`config.mk`:
```
export PLATFORM = sky130hd
export DESIGN_NAME = sha256_byte_stream_hasher_top_flat
export DESIGN_NICKNAME = d
export VERILOG_FILES = /design/src/hw/rtl/sha256_pkg.sv /design/src/hw/rtl/sha256_if.sv /design/src/hw/rtl/sha256_dp.sv /design/src/hw/rtl/sha256_ctrl.sv /design/src/hw/rtl/sha256_byte_stream_hasher_top.sv /design/src/flat_wrapper.sv
export SDC_FILE = /design/constraint.sdc
export NUM_CORES = 2
export LEC_CHECK = 0
export BUFFER_PORTS_ARGS = -buffer_cell sky130_fd_sc_hd__clkbuf_2
export CAP_MARGIN = 40
export CORE_ASPECT_RATIO = 0.9
export CORE_UTILIZATION = 65
export DETAILED_ROUTE_END_ITERATION = 6
export GPL_TIMING_DRIVEN = 0
export PLACE_DENSITY = 0.8
export SETUP_SLACK_MARGIN = 0.3
export SLEW_MARGIN = 0
export SYNTH_ARGS = -nofsm -noshare
export SYNTH_HDL_FRONTEND = slang
export SYNTH_HIERARCHICAL = 1
export SYNTH_SLANG_ARGS = --single-unit
```
`constraint.sdc`:
```
create_clock -name clk -period 11.6 [get_ports clk]
set_input_delay 2.32 -clock clk [delete_from_list [all_inputs] [get_ports clk]]
set_output_delay 2.32 -clock clk [all_outputs]
set_load 0.005 [all_outputs]
```
`src/hw/rtl/sha256_pkg.sv`:
```
// Package: SHA-256 constants, round table and a rotate helper function.
`timescale 1ns / 1ps
package sha256_pkg;

	localparam int unsigned WordW = 32;
	localparam int unsigned BlockWords = 16;
	localparam int unsigned Rounds = 64;

	typedef logic [WordW-1:0] word_t;
	typedef logic [5:0] round_idx_t;

	// Commands from controller to datapath
	typedef struct packed {
		logic       load_byte;   // write a byte into the block window
		logic [7:0] load_value;
		logic       zero_fill;   // write a zero byte at the fill position
		logic       put_len;     // overwrite last two words with the bit length
		logic       start;       // start compression of the current block
		logic       reset_hash;  // return chaining and length to initial state
		logic       count_bits;  // add eight to the bit length
	} dp_cmd_t;

	// Status from datapath to controller
	typedef struct packed {
		logic       busy;        // compression rounds running
		logic [5:0] fill;        // bytes held in the block window
	} dp_stat_t;

	localparam word_t H_INIT [8] = '{
		32'h6a09e667, 32'hbb67ae85, 32'h3c6ef372, 32'ha54ff53a,
		32'h510e527f, 32'h9b05688c, 32'h1f83d9ab, 32'h5be0cd19
	};

	localparam word_t ROUND_K [Rounds] = '{
		32'h428a2f98, 32'h71374491, 32'hb5c0fbcf, 32'he9b5dba5,
		32'h3956c25b, 32'h59f111f1, 32'h923f82a4, 32'hab1c5ed5,
		32'hd807aa98, 32'h12835b01, 32'h243185be, 32'h550c7dc3,
		32'h72be5d74, 32'h80deb1fe, 32'h9bdc06a7, 32'hc19bf174,
		32'he49b69c1, 32'hefbe4786, 32'h0fc19dc6, 32'h240ca1cc,
		32'h2de92c6f, 32'h4a7484aa, 32'h5cb0a9dc, 32'h76f988da,
		32'h983e5152, 32'ha831c66d, 32'hb00327c8, 32'hbf597fc7,
		32'hc6e00bf3, 32'hd5a79147, 32'h06ca6351, 32'h14292967,
		32'h27b70a85, 32'h2e1b2138, 32'h4d2c6dfc, 32'h53380d13,
		32'h650a7354, 32'h766a0abb, 32'h81c2c92e, 32'h92722c85,
		32'ha2bfe8a1, 32'ha81a664b, 32'hc24b8b70, 32'hc76c51a3,
		32'hd192e819, 32'hd6990624, 32'hf40e3585, 32'h106aa070,
		32'h19a4c116, 32'h1e376c08, 32'h2748774c, 32'h34b0bcb5,
		32'h391c0cb3, 32'h4ed8aa4a, 32'h5b9cca4f, 32'h682e6ff3,
		32'h748f82ee, 32'h78a5636f, 32'h84c87814, 32'h8cc70208,
		32'h90befffa, 32'ha4506ceb, 32'hbef9a3f7, 32'hc67178f2
	};

	localparam logic [7:0] PAD_BYTE = 8'h80;
	localparam logic [5:0] LEN_POS = 6'd56;

	function automatic word_t rotr(input word_t x, input int unsigned n);
		rotr = (x >> n) | (x << (WordW - n));
	endfunction

endpackage

```
`src/hw/rtl/sha256_if.sv`:
```
// Interfaces: valid/ready channels for message bytes and digest words.
`timescale 1ns / 1ps
interface sha256_in_if;
	logic       valid;
	logic       ready;
	logic [7:0] data_byte;
	logic       byte_valid;
	logic       last_item;
	modport source (output valid, data_byte, byte_valid, last_item, input ready);
	modport sink (input valid, data_byte, byte_valid, last_item, output ready);
endinterface

interface sha256_out_if;
	logic        valid;
	logic        ready;
	logic [31:0] digest_word;
	logic [2:0]  word_number;
	logic        final_word;
	modport source (output valid, digest_word, word_number, final_word, input ready);
	modport sink (input valid, digest_word, word_number, final_word, output ready);
endinterface

```
`src/hw/rtl/sha256_dp.sv`:
```
// Datapath: block window, message schedule, round unit, chaining words.
`timescale 1ns / 1ps
module sha256_dp
	import sha256_pkg::*;
(
	input  logic     clk,
	input  logic     arst_n,
	input  dp_cmd_t  cmd,
	output dp_stat_t stat,
	input  logic [2:0] rd_sel,
	output word_t    rd_word
);

	// sixteen-word sliding schedule window, doubles as the byte buffer
	word_t      w_q [BlockWords];
	word_t      h_q [8];
	word_t      v_q [8];
	logic [63:0] bits_q;
	logic [5:0] fill_q;
	logic       busy_q;
	round_idx_t rnd_q;

	word_t s0, s1, w_next, t1, t2, e, a;
	logic [7:0] wr_byte;
	logic       wr_en;

	assign stat.busy = busy_q;
	assign stat.fill = fill_q;
	assign rd_word = h_q[rd_sel];

	always_comb begin
		s0 = rotr(w_q[1], 7) ^ rotr(w_q[1], 18) ^ (w_q[1] >> 3);
		s1 = rotr(w_q[14], 17) ^ rotr(w_q[14], 19) ^ (w_q[14] >> 10);
		w_next = w_q[0] + s0 + w_q[9] + s1;
		e = v_q[4];
		a = v_q[0];
		t1 = v_q[7] + (rotr(e, 6) ^ rotr(e, 11) ^ rotr(e, 25)) +
			((e & v_q[5]) ^ (~e & v_q[6])) + ROUND_K[rnd_q] + w_q[0];
		t2 = (rotr(a, 2) ^ rotr(a, 13) ^ rotr(a, 22)) +
			((a & v_q[1]) ^ (a & v_q[2]) ^ (v_q[1] & v_q[2]));
		wr_en = cmd.load_byte | cmd.zero_fill;
		wr_byte = cmd.load_byte ? cmd.load_value : 8'h00;
	end

	// load bytes and the bit length into the byte buffer, and run the schedule shift during rounds
	always_ff @(posedge clk) begin
		if (busy_q) begin
			for (int i = 0; i < BlockWords - 1; i++) w_q[i] <= w_q[i+1];
			w_q[BlockWords-1] <= w_next;
		end else if (cmd.put_len) begin
			w_q[14] <= bits_q[63:32];
			w_q[15] <= bits_q[31:0];
		end else if (wr_en) begin
			case (fill_q[1:0])
				2'd0: w_q[fill_q[5:2]][31:24] <= wr_byte;
				2'd1: w_q[fill_q[5:2]][23:16] <= wr_byte;
				2'd2: w_q[fill_q[5:2]][15:8] <= wr_byte;
				default: w_q[fill_q[5:2]][7:0] <= wr_byte;
			endcase
		end
	end

	// advance fill pointer, bit length, round counter, working and chaining words
	always_ff @(posedge clk or negedge arst_n) begin
		if (!arst_n) begin
			fill_q <= '0;
			busy_q <= 1'b0;
			rnd_q <= '0;
			bits_q <= '0;
			for (int i = 0; i < 8; i++) h_q[i] <= H_INIT[i];
			for (int i = 0; i < 8; i++) v_q[i] <= '0;
		end else begin
			if (wr_en) fill_q <= fill_q + 6'd1;
			if (cmd.count_bits) bits_q <= bits_q + 64'd8;
			if (cmd.start) begin
				busy_q <= 1'b1;
				rnd_q <= '0;
				fill_q <= '0;
				for (int i = 0; i < 8; i++) v_q[i] <= h_q[i];
			end else if (busy_q) begin
				v_q[7] <= v_q[6];
				v_q[6] <= v_q[5];
				v_q[5] <= v_q[4];
				v_q[4] <= v_q[3] + t1;
				v_q[3] <= v_q[2];
				v_q[2] <= v_q[1];
				v_q[1] <= v_q[0];
				v_q[0] <= t1 + t2;
				// stop on the last round and keep its index for the fold
				if (rnd_q == 6'(Rounds - 1)) busy_q <= 1'b0;
				else rnd_q <= rnd_q + 6'd1;
			end else if (rnd_q == 6'(Rounds - 1)) begin
				// fold working words into chaining words once
				for (int i = 0; i < 8; i++) h_q[i] <= h_q[i] + v_q[i];
				rnd_q <= '0;
			end
			if (cmd.reset_hash) begin
				for (int i = 0; i < 8; i++) h_q[i] <= H_INIT[i];
				bits_q <= '0;
			end
		end
	end

endmodule

```
`src/hw/rtl/sha256_ctrl.sv`:
```
// Controller: sequences byte loads, padding, compression and digest output.
`timescale 1ns / 1ps
module sha256_ctrl
	import sha256_pkg::*;
(
	input  logic      clk,
	input  logic      arst_n,
	sha256_in_if.sink   in_ch,
	sha256_out_if.source out_ch,
	output dp_cmd_t   cmd,
	input  dp_stat_t  stat,
	output logic [2:0] rd_sel,
	input  word_t     rd_word
);

	localparam logic [3:0] S_IDLE = 4'd0;
	localparam logic [3:0] S_COMP = 4'd1;
	localparam logic [3:0] S_PAD = 4'd2;
	localparam logic [3:0] S_ZERO = 4'd3;
	localparam logic [3:0] S_ZCOMP = 4'd4;
	localparam logic [3:0] S_LEN = 4'd5;
	localparam logic [3:0] S_FCOMP = 4'd6;
	localparam logic [3:0] S_FOLD = 4'd7;
	localparam logic [3:0] S_EMIT = 4'd8;
	localparam logic [3:0] S_WAIT = 4'd9;

	logic [3:0] state_q, state_d;
	logic       last_q, last_d;
	logic [2:0] idx_q, idx_d;
	logic       ovalid_q, ovalid_d;
	word_t      oword_q;
	logic [2:0] onum_q;
	logic       accept;

	assign in_ch.ready = (state_q == S_IDLE);
	assign accept = in_ch.valid & in_ch.ready;
	assign out_ch.valid = ovalid_q;
	assign out_ch.digest_word = oword_q;
	assign out_ch.word_number = onum_q;
	assign out_ch.final_word = (onum_q == 3'd7);
	assign rd_sel = idx_q;

	// decode next state and datapath commands
	always_comb begin
		state_d = state_q;
		last_d = last_q;
		idx_d = idx_q;
		ovalid_d = ovalid_q;
		cmd = '0;
		cmd.load_value = in_ch.data_byte;
		case (state_q)
			S_IDLE: begin
				if (accept) begin
					last_d = in_ch.last_item;
					if (in_ch.byte_valid) begin
						cmd.load_byte = 1'b1;
						cmd.count_bits = 1'b1;
					end
					if (in_ch.byte_valid && stat.fill == 6'd63) state_d = S_COMP;
					else if (in_ch.last_item) state_d = S_PAD;
				end
			end
			S_COMP: begin
				cmd.start = 1'b1;
				state_d = S_WAIT;
			end
			S_WAIT: begin
				if (!stat.busy) state_d = last_q ? S_PAD : S_IDLE;
			end
			S_PAD: begin
				cmd.load_byte = 1'b1;
				cmd.load_value = PAD_BYTE;
				state_d = (stat.fill >= LEN_POS) ? S_ZERO : S_LEN;
			end
			S_ZERO: begin
				if (stat.fill == 6'd0) begin
					state_d = S_ZCOMP;
				end else begin
					cmd.zero_fill = 1'b1;
					if (stat.fill == 6'd63) state_d = S_ZCOMP;
				end
			end
			S_ZCOMP: begin
				if (stat.fill == 6'd0 && !stat.busy) begin
					cmd.start = 1'b1;
					state_d = S_LEN;
				end
			end
			S_LEN: begin
				if (!stat.busy) begin
					if (stat.fill == LEN_POS) begin
						cmd.put_len = 1'b1;
						state_d = S_FCOMP;
					end else begin
						cmd.zero_fill = 1'b1;
					end
				end
			end
			S_FCOMP: begin
				cmd.start = 1'b1;
				state_d = S_FOLD;
			end
			S_FOLD: begin
				if (!stat.busy) begin
					state_d = S_EMIT;
					idx_d = 3'd0;
				end
			end
			S_EMIT: begin
				if (!ovalid_q || out_ch.ready) begin
					ovalid_d = 1'b1;
					idx_d = idx_q + 3'd1;
					if (idx_q == 3'd7) begin
						cmd.reset_hash = 1'b1;
						state_d = S_IDLE;
					end
				end
			end
			default: state_d = S_IDLE;
		endcase
		if (ovalid_q && out_ch.ready && !(state_q == S_EMIT)) ovalid_d = 1'b0;
	end

	// hold state and output register
	always_ff @(posedge clk or negedge arst_n) begin
		if (!arst_n) begin
			state_q <= S_IDLE;
			last_q <= 1'b0;
			idx_q <= '0;
			ovalid_q <= 1'b0;
		end else begin
			state_q <= state_d;
			last_q <= last_d;
			idx_q <= idx_d;
			ovalid_q <= ovalid_d;
		end
	end

	// load output payload on each emitted word
	always_ff @(posedge clk) begin
		if (state_q == S_EMIT && (!ovalid_q || out_ch.ready)) begin
			oword_q <= rd_word;
			onum_q <= idx_q;
		end
	end

endmodule

```
`src/hw/rtl/sha256_byte_stream_hasher_top.sv`:
```
// Top level: SHA-256 hasher over a byte stream.
// At most one byte is taken per request, and only when the block is idle;
// every 64th byte starts a compression of the block (a start step, 64 rounds
// at one round per cycle, then a fold into the chaining words), and no request
// is taken until it ends. A last request pads, runs one or two more
// compressions plus the zero-fill sweep over the rest of the block window,
// then presents the eight digest words in order through a one-entry output
// register; the input stays blocked until the seventh word is taken and is
// open again while the eighth word waits. The chaining state then returns to
// the initial hash values for the next message.
`timescale 1ns / 1ps
module sha256_byte_stream_hasher_top
	import sha256_pkg::*;
(
	input logic clk,
	input logic arst_n,
	sha256_in_if.sink   in_ch,
	sha256_out_if.source out_ch
);

	dp_cmd_t    cmd;
	dp_stat_t   stat;
	logic [2:0] rd_sel;
	word_t      rd_word;

	sha256_ctrl u_ctrl (
		.clk, .arst_n, .in_ch, .out_ch, .cmd, .stat, .rd_sel, .rd_word
	);

	sha256_dp u_dp (
		.clk, .arst_n, .cmd, .stat, .rd_sel, .rd_word
	);

endmodule

```
`src/flat_wrapper.sv`:
```
// flat-port wrapper written by rule: the top's interface ports become plain ports
module sha256_byte_stream_hasher_top_flat import sha256_pkg::*;
  (clk, arst_n, in_ch_valid, in_ch_data_byte, in_ch_byte_valid, in_ch_last_item, in_ch_ready, out_ch_valid, out_ch_digest_word, out_ch_word_number, out_ch_final_word, out_ch_ready);
  sha256_in_if in_ch_i ();
  sha256_out_if out_ch_i ();
  input logic clk;
  input logic arst_n;
  input wire logic [$bits(in_ch_i.valid)-1:0] in_ch_valid;
  input wire logic [$bits(in_ch_i.data_byte)-1:0] in_ch_data_byte;
  input wire logic [$bits(in_ch_i.byte_valid)-1:0] in_ch_byte_valid;
  input wire logic [$bits(in_ch_i.last_item)-1:0] in_ch_last_item;
  output wire logic [$bits(in_ch_i.ready)-1:0] in_ch_ready;
  output wire logic [$bits(out_ch_i.valid)-1:0] out_ch_valid;
  output wire logic [$bits(out_ch_i.digest_word)-1:0] out_ch_digest_word;
  output wire logic [$bits(out_ch_i.word_number)-1:0] out_ch_word_number;
  output wire logic [$bits(out_ch_i.final_word)-1:0] out_ch_final_word;
  input wire logic [$bits(out_ch_i.ready)-1:0] out_ch_ready;
  assign in_ch_i.valid = in_ch_valid;
  assign in_ch_i.data_byte = in_ch_data_byte;
  assign in_ch_i.byte_valid = in_ch_byte_valid;
  assign in_ch_i.last_item = in_ch_last_item;
  assign in_ch_ready = in_ch_i.ready;
  assign out_ch_valid = out_ch_i.valid;
  assign out_ch_digest_word = out_ch_i.digest_word;
  assign out_ch_word_number = out_ch_i.word_number;
  assign out_ch_final_word = out_ch_i.final_word;
  assign out_ch_i.ready = out_ch_ready;
  sha256_byte_stream_hasher_top u_core (.clk(clk), .arst_n(arst_n), .in_ch(in_ch_i), .out_ch(out_ch_i));
endmodule
```
==> results.cfg <==
[route]
via_count = 74010
drcViolationCount = 16
wl_per_cell_um = 31.63
via_per_inst = 7.139
drtIter0Drc = 12550
drt_pre_antenna_iters = 7
finalWirelength_um = 327900
antenna_left = 0

[synthesis]
synth_cell_types = 112
synth-seq-area-share = 0.4003
synth_edf_count = 547
netlist_area_mm2 = 0.07865
synth_nets = 8985
async_flop_share = 0.5210
ys_ff_latch = 1142
yosys_warnings = 6
syn-instance-count = 8375
syn_area_per_cell_um2 = 9.391
synth_ff_type = edfxtp_1

[final_layout]
fin_cells = 10370
syn2layout_area_growth_pct = 9.902
final_layout_size_suffix_gt1_frac = 0.08290
multi_input_area_mm2 = 0.04406
layout.area.seq_mm2 = 0.03149
utilization = 0.7232
fillers = 8561
fin_nets = 9278

[global_routing]
antenna_found_initial = 22
grt_pass1_vias = 69670
grt_max_degree = 111
grt_overflow = 0
grt_usage = 0.5261
grt_pass1_wl_um = 468500

[place]
port-buffer-count = 51
gp_congestion = 1.089
place_inst = 10120
hpwl_um = 250000

[die]
rows = 120
die-area_mm2 = 0.1224
coreArea_mm2 = 0.1195
dieWidth_um = 368.7
initial_core_util = 0.6581
die_h_um = 332.0
io_pins = 52

[worst_setup_path]
crit_type = reg -> reg
endpoint_kind = register
cp.required_ns = 12.27
crit_slowest_cell = nor2_1
path_max_fanout = 10
cp-start-kind = register
arrival_ns = 11.74
path_common_cell = inv_1
critPathMaxStageDelay_ns = 0.61

[clocking]
h-tree-depth = 3
cts_buffer_depth = 3
clk_latency_ns = 0.79
clock-sinks = 1142
cts_tree = built
root_buffer = clkbuf_16
cts_made_buffers = 116
path_clk_slew_ns = 0.07

[sta]
holdWs_ns = 0.5048
clock.fmax_mhz = 90.35
hold_viol = 0
skew_ns = 0.03222
worst_pin_slew_ns = 1.092
finalSetupViolations = 0
period_minus_slack_ns = 11.07
drv_slew = 0
relSlewSlack = 0.2723
rsz0062_at_grt = no
setup_tns_ns = 0
final.period_utilization = 0.9541

[status]
violations = DRC
outcome = complete, but fails checks

[job]
cap_viol_max_count = 0

[hold_path]
hp-class = reg -> reg
==> cell families after synthesis <==
family / Yosys count / synth area share
compound gates: 2418 / 0.1834
simple gates: 2387 / 0.1324
flops: 1142 / 0.4003
buf+inv: 831 / 0.04004
fa+ha+maj: 598 / 0.1137
xor+xnor: 586 / 0.06561
mux: 413 / 0.06451
==> synthesized netlist by cell type, types with 32 or more instances <==
| cell type | instances | area share |
|---|---|---|
| a21o_1 | 194 | 0.019 |
| inv_1 | 333 | 0.016 |
| or3_1 | 38 | 0.0030 |
| o21ai_1 | 32 | 0.0020 |
| o211ai_1 | 112 | 0.011 |
| dfstp_2 | 136 | 0.045 |
| xor2_1 | 194 | 0.022 |
| nor2_1 | 418 | 0.020 |
| fa_1 | 195 | 0.050 |
| clkbuf_1 | 434 | 0.021 |
| nor3_1 | 86 | 0.0055 |
| dfrtp_1 | 459 | 0.15 |
| buf_1 | 46 | 0.0022 |
| ha_1 | 401 | 0.064 |
| nand4_1 | 37 | 0.0029 |
| edfxtp_1 | 547 | 0.21 |
| o21a_1 | 67 | 0.0064 |
| nand2b_1 | 77 | 0.0061 |
| nor2b_1 | 60 | 0.0048 |
| mux4_2 | 68 | 0.019 |
| a211oi_1 | 69 | 0.0066 |
| a21oi_1 | 537 | 0.034 |
| o21ai_0 | 1027 | 0.065 |
| o21bai_1 | 51 | 0.0049 |
| nand3_1 | 118 | 0.0075 |
| and3_1 | 54 | 0.0043 |
| nand2_1 | 1359 | 0.065 |
| mux2_2 | 66 | 0.0094 |
| xnor2_1 | 390 | 0.043 |
| a31oi_1 | 63 | 0.0050 |
| mux2i_1 | 277 | 0.035 |
==> final timing paths <==
path / start / endpoint / slack, ns / cells after the start
worst min register to register: u_core/u_dp/w_q[3][21]$_DFFE_PP_ / u_core/u_dp/w_q[2][21]$_DFFE_PP_ / 0.50 / 2
min in group asynchronous: arst_n / u_core/u_dp/h_q[38]$_DFFE_PN0P_ / 1.49 / 1
worst max-delay path: u_core/u_dp/rnd_q[0]$_DFFE_PN0P_ / u_core/u_dp/a[31]$_DFFE_PN0P_ / 0.53 / 39
worst max register to register: u_core/u_dp/rnd_q[0]$_DFFE_PN0P_ / u_core/u_dp/a[31]$_DFFE_PN0P_ / 0.53 / 39
max in group asynchronous: arst_n / u_core/u_dp/bits_q[41]$_DFFE_PN0N_ / 8.49 / 3
worst min-delay path: u_core/u_dp/w_q[3][21]$_DFFE_PP_ / u_core/u_dp/w_q[2][21]$_DFFE_PP_ / 0.50 / 2
==> flip-flops by register name, summed over array words and instances (netlist names), 4 cells and up <==
signal,cells
u_core/u_dp/w_q,512
u_core/u_dp/h_q,256
u_core/u_dp/v_q,192
u_core/u_dp/bits_q,61
u_core/u_ctrl/out_ch.digest_word,32
u_core/u_dp/a,32
u_core/u_dp/e,32
u_core/u_dp/fill_q,6
u_core/u_dp/rnd_q,6
u_core/u_ctrl/state_q,4
==> layout by cell type, fill, tap and decap left out, types with 34 or more instances in the layout <==
cell       Yosys  layout
nand2_1     1359    1359
o21ai_0     1027    1025
edfxtp_1     547     547
a21oi_1      537     537
dfrtp_1      459     459
clkbuf_1     434     451
nor2_1       418     418
ha_1         401     401
xnor2_1      390     388
inv_1        333     333
mux2i_1      277     277
fa_1         195     195
a21o_1       194     194
xor2_1       194     191
dfstp_2      136     136
clkbuf_16      0     119
nand3_1      118     118
o211ai_1     112     112
nor3_1        86      86
nand2b_1      77      77
a211oi_1      69      69
clkbuf_2       4      68
mux4_2        68      68
o21a_1        67      67
mux2_2        66      66
a31oi_1       63      63
nor2b_1       60      60
and3_1        54      54
o21bai_1      51      51
buf_1         46      45
buf_6          1      43
buf_8          0      43
or3_1         38      38
nand4_1       37      37
o21ai_1       32      34
==> per-layer routing <==
metal	part of all wire	vias up	track usage	wire (µm)
li1	-	30340	-	-
met1	0.33	34880	0.6407	108900
met2	0.40	6835	0.7362	131300
met3	0.17	1927	0.2353	55320
met4	0.098	26	0.3801	31980
met5	0.00099	-	0.01217	324
==> per-stage QoR <==
step	setup slack, ns	cell area, µm²
3_5_place_dp	-0.04888	82300
6_report	0.5325	86440
4_1_cts	0.3992	86210
3_3_place_gp	-5.975	80890
2_1_floorplan	3.354	78650
5_1_grt	0.3281	86420
==> area by class of cell <==
class,count,share of cell area
Antenna cell,10,0.0002895
Sequential cell,1142,0.3643
Clock buffer,160,0.03768
Clock inverter,60,0.007556
Buffer,495,0.02203
Inverter,336,0.01461
Timing Repair Buffer,175,0.02083
Tap cell,1586,0.02296
Multi-Input combinational cell,6402,0.5098
==> critical path: cells and delay by family, from the launching register on <==
| kind | cells | cell delay, ns |
|---|---|---|
| xor gates and xnor gates | 2 | 0.57 |
| buffers and inverters | 8 | 1.50 |
| adders and majority gates | 7 | 2.81 |
| DFF | 1 | 0.54 |
| and+or+nand+nor | 10 | 2.56 |
| AOI/OAI and AO/OA | 12 | 2.97 |
==> what timing repair did <==
action,CTS,global route
hold buffers,0,0
setup endpoints to repair,3,4
buffers inserted,0,0
resized for setup,2,25
Power is left out: the tool's default activity adds up to more than one toggle a clock period on the data nets, which glitch-free logic cannot reach.
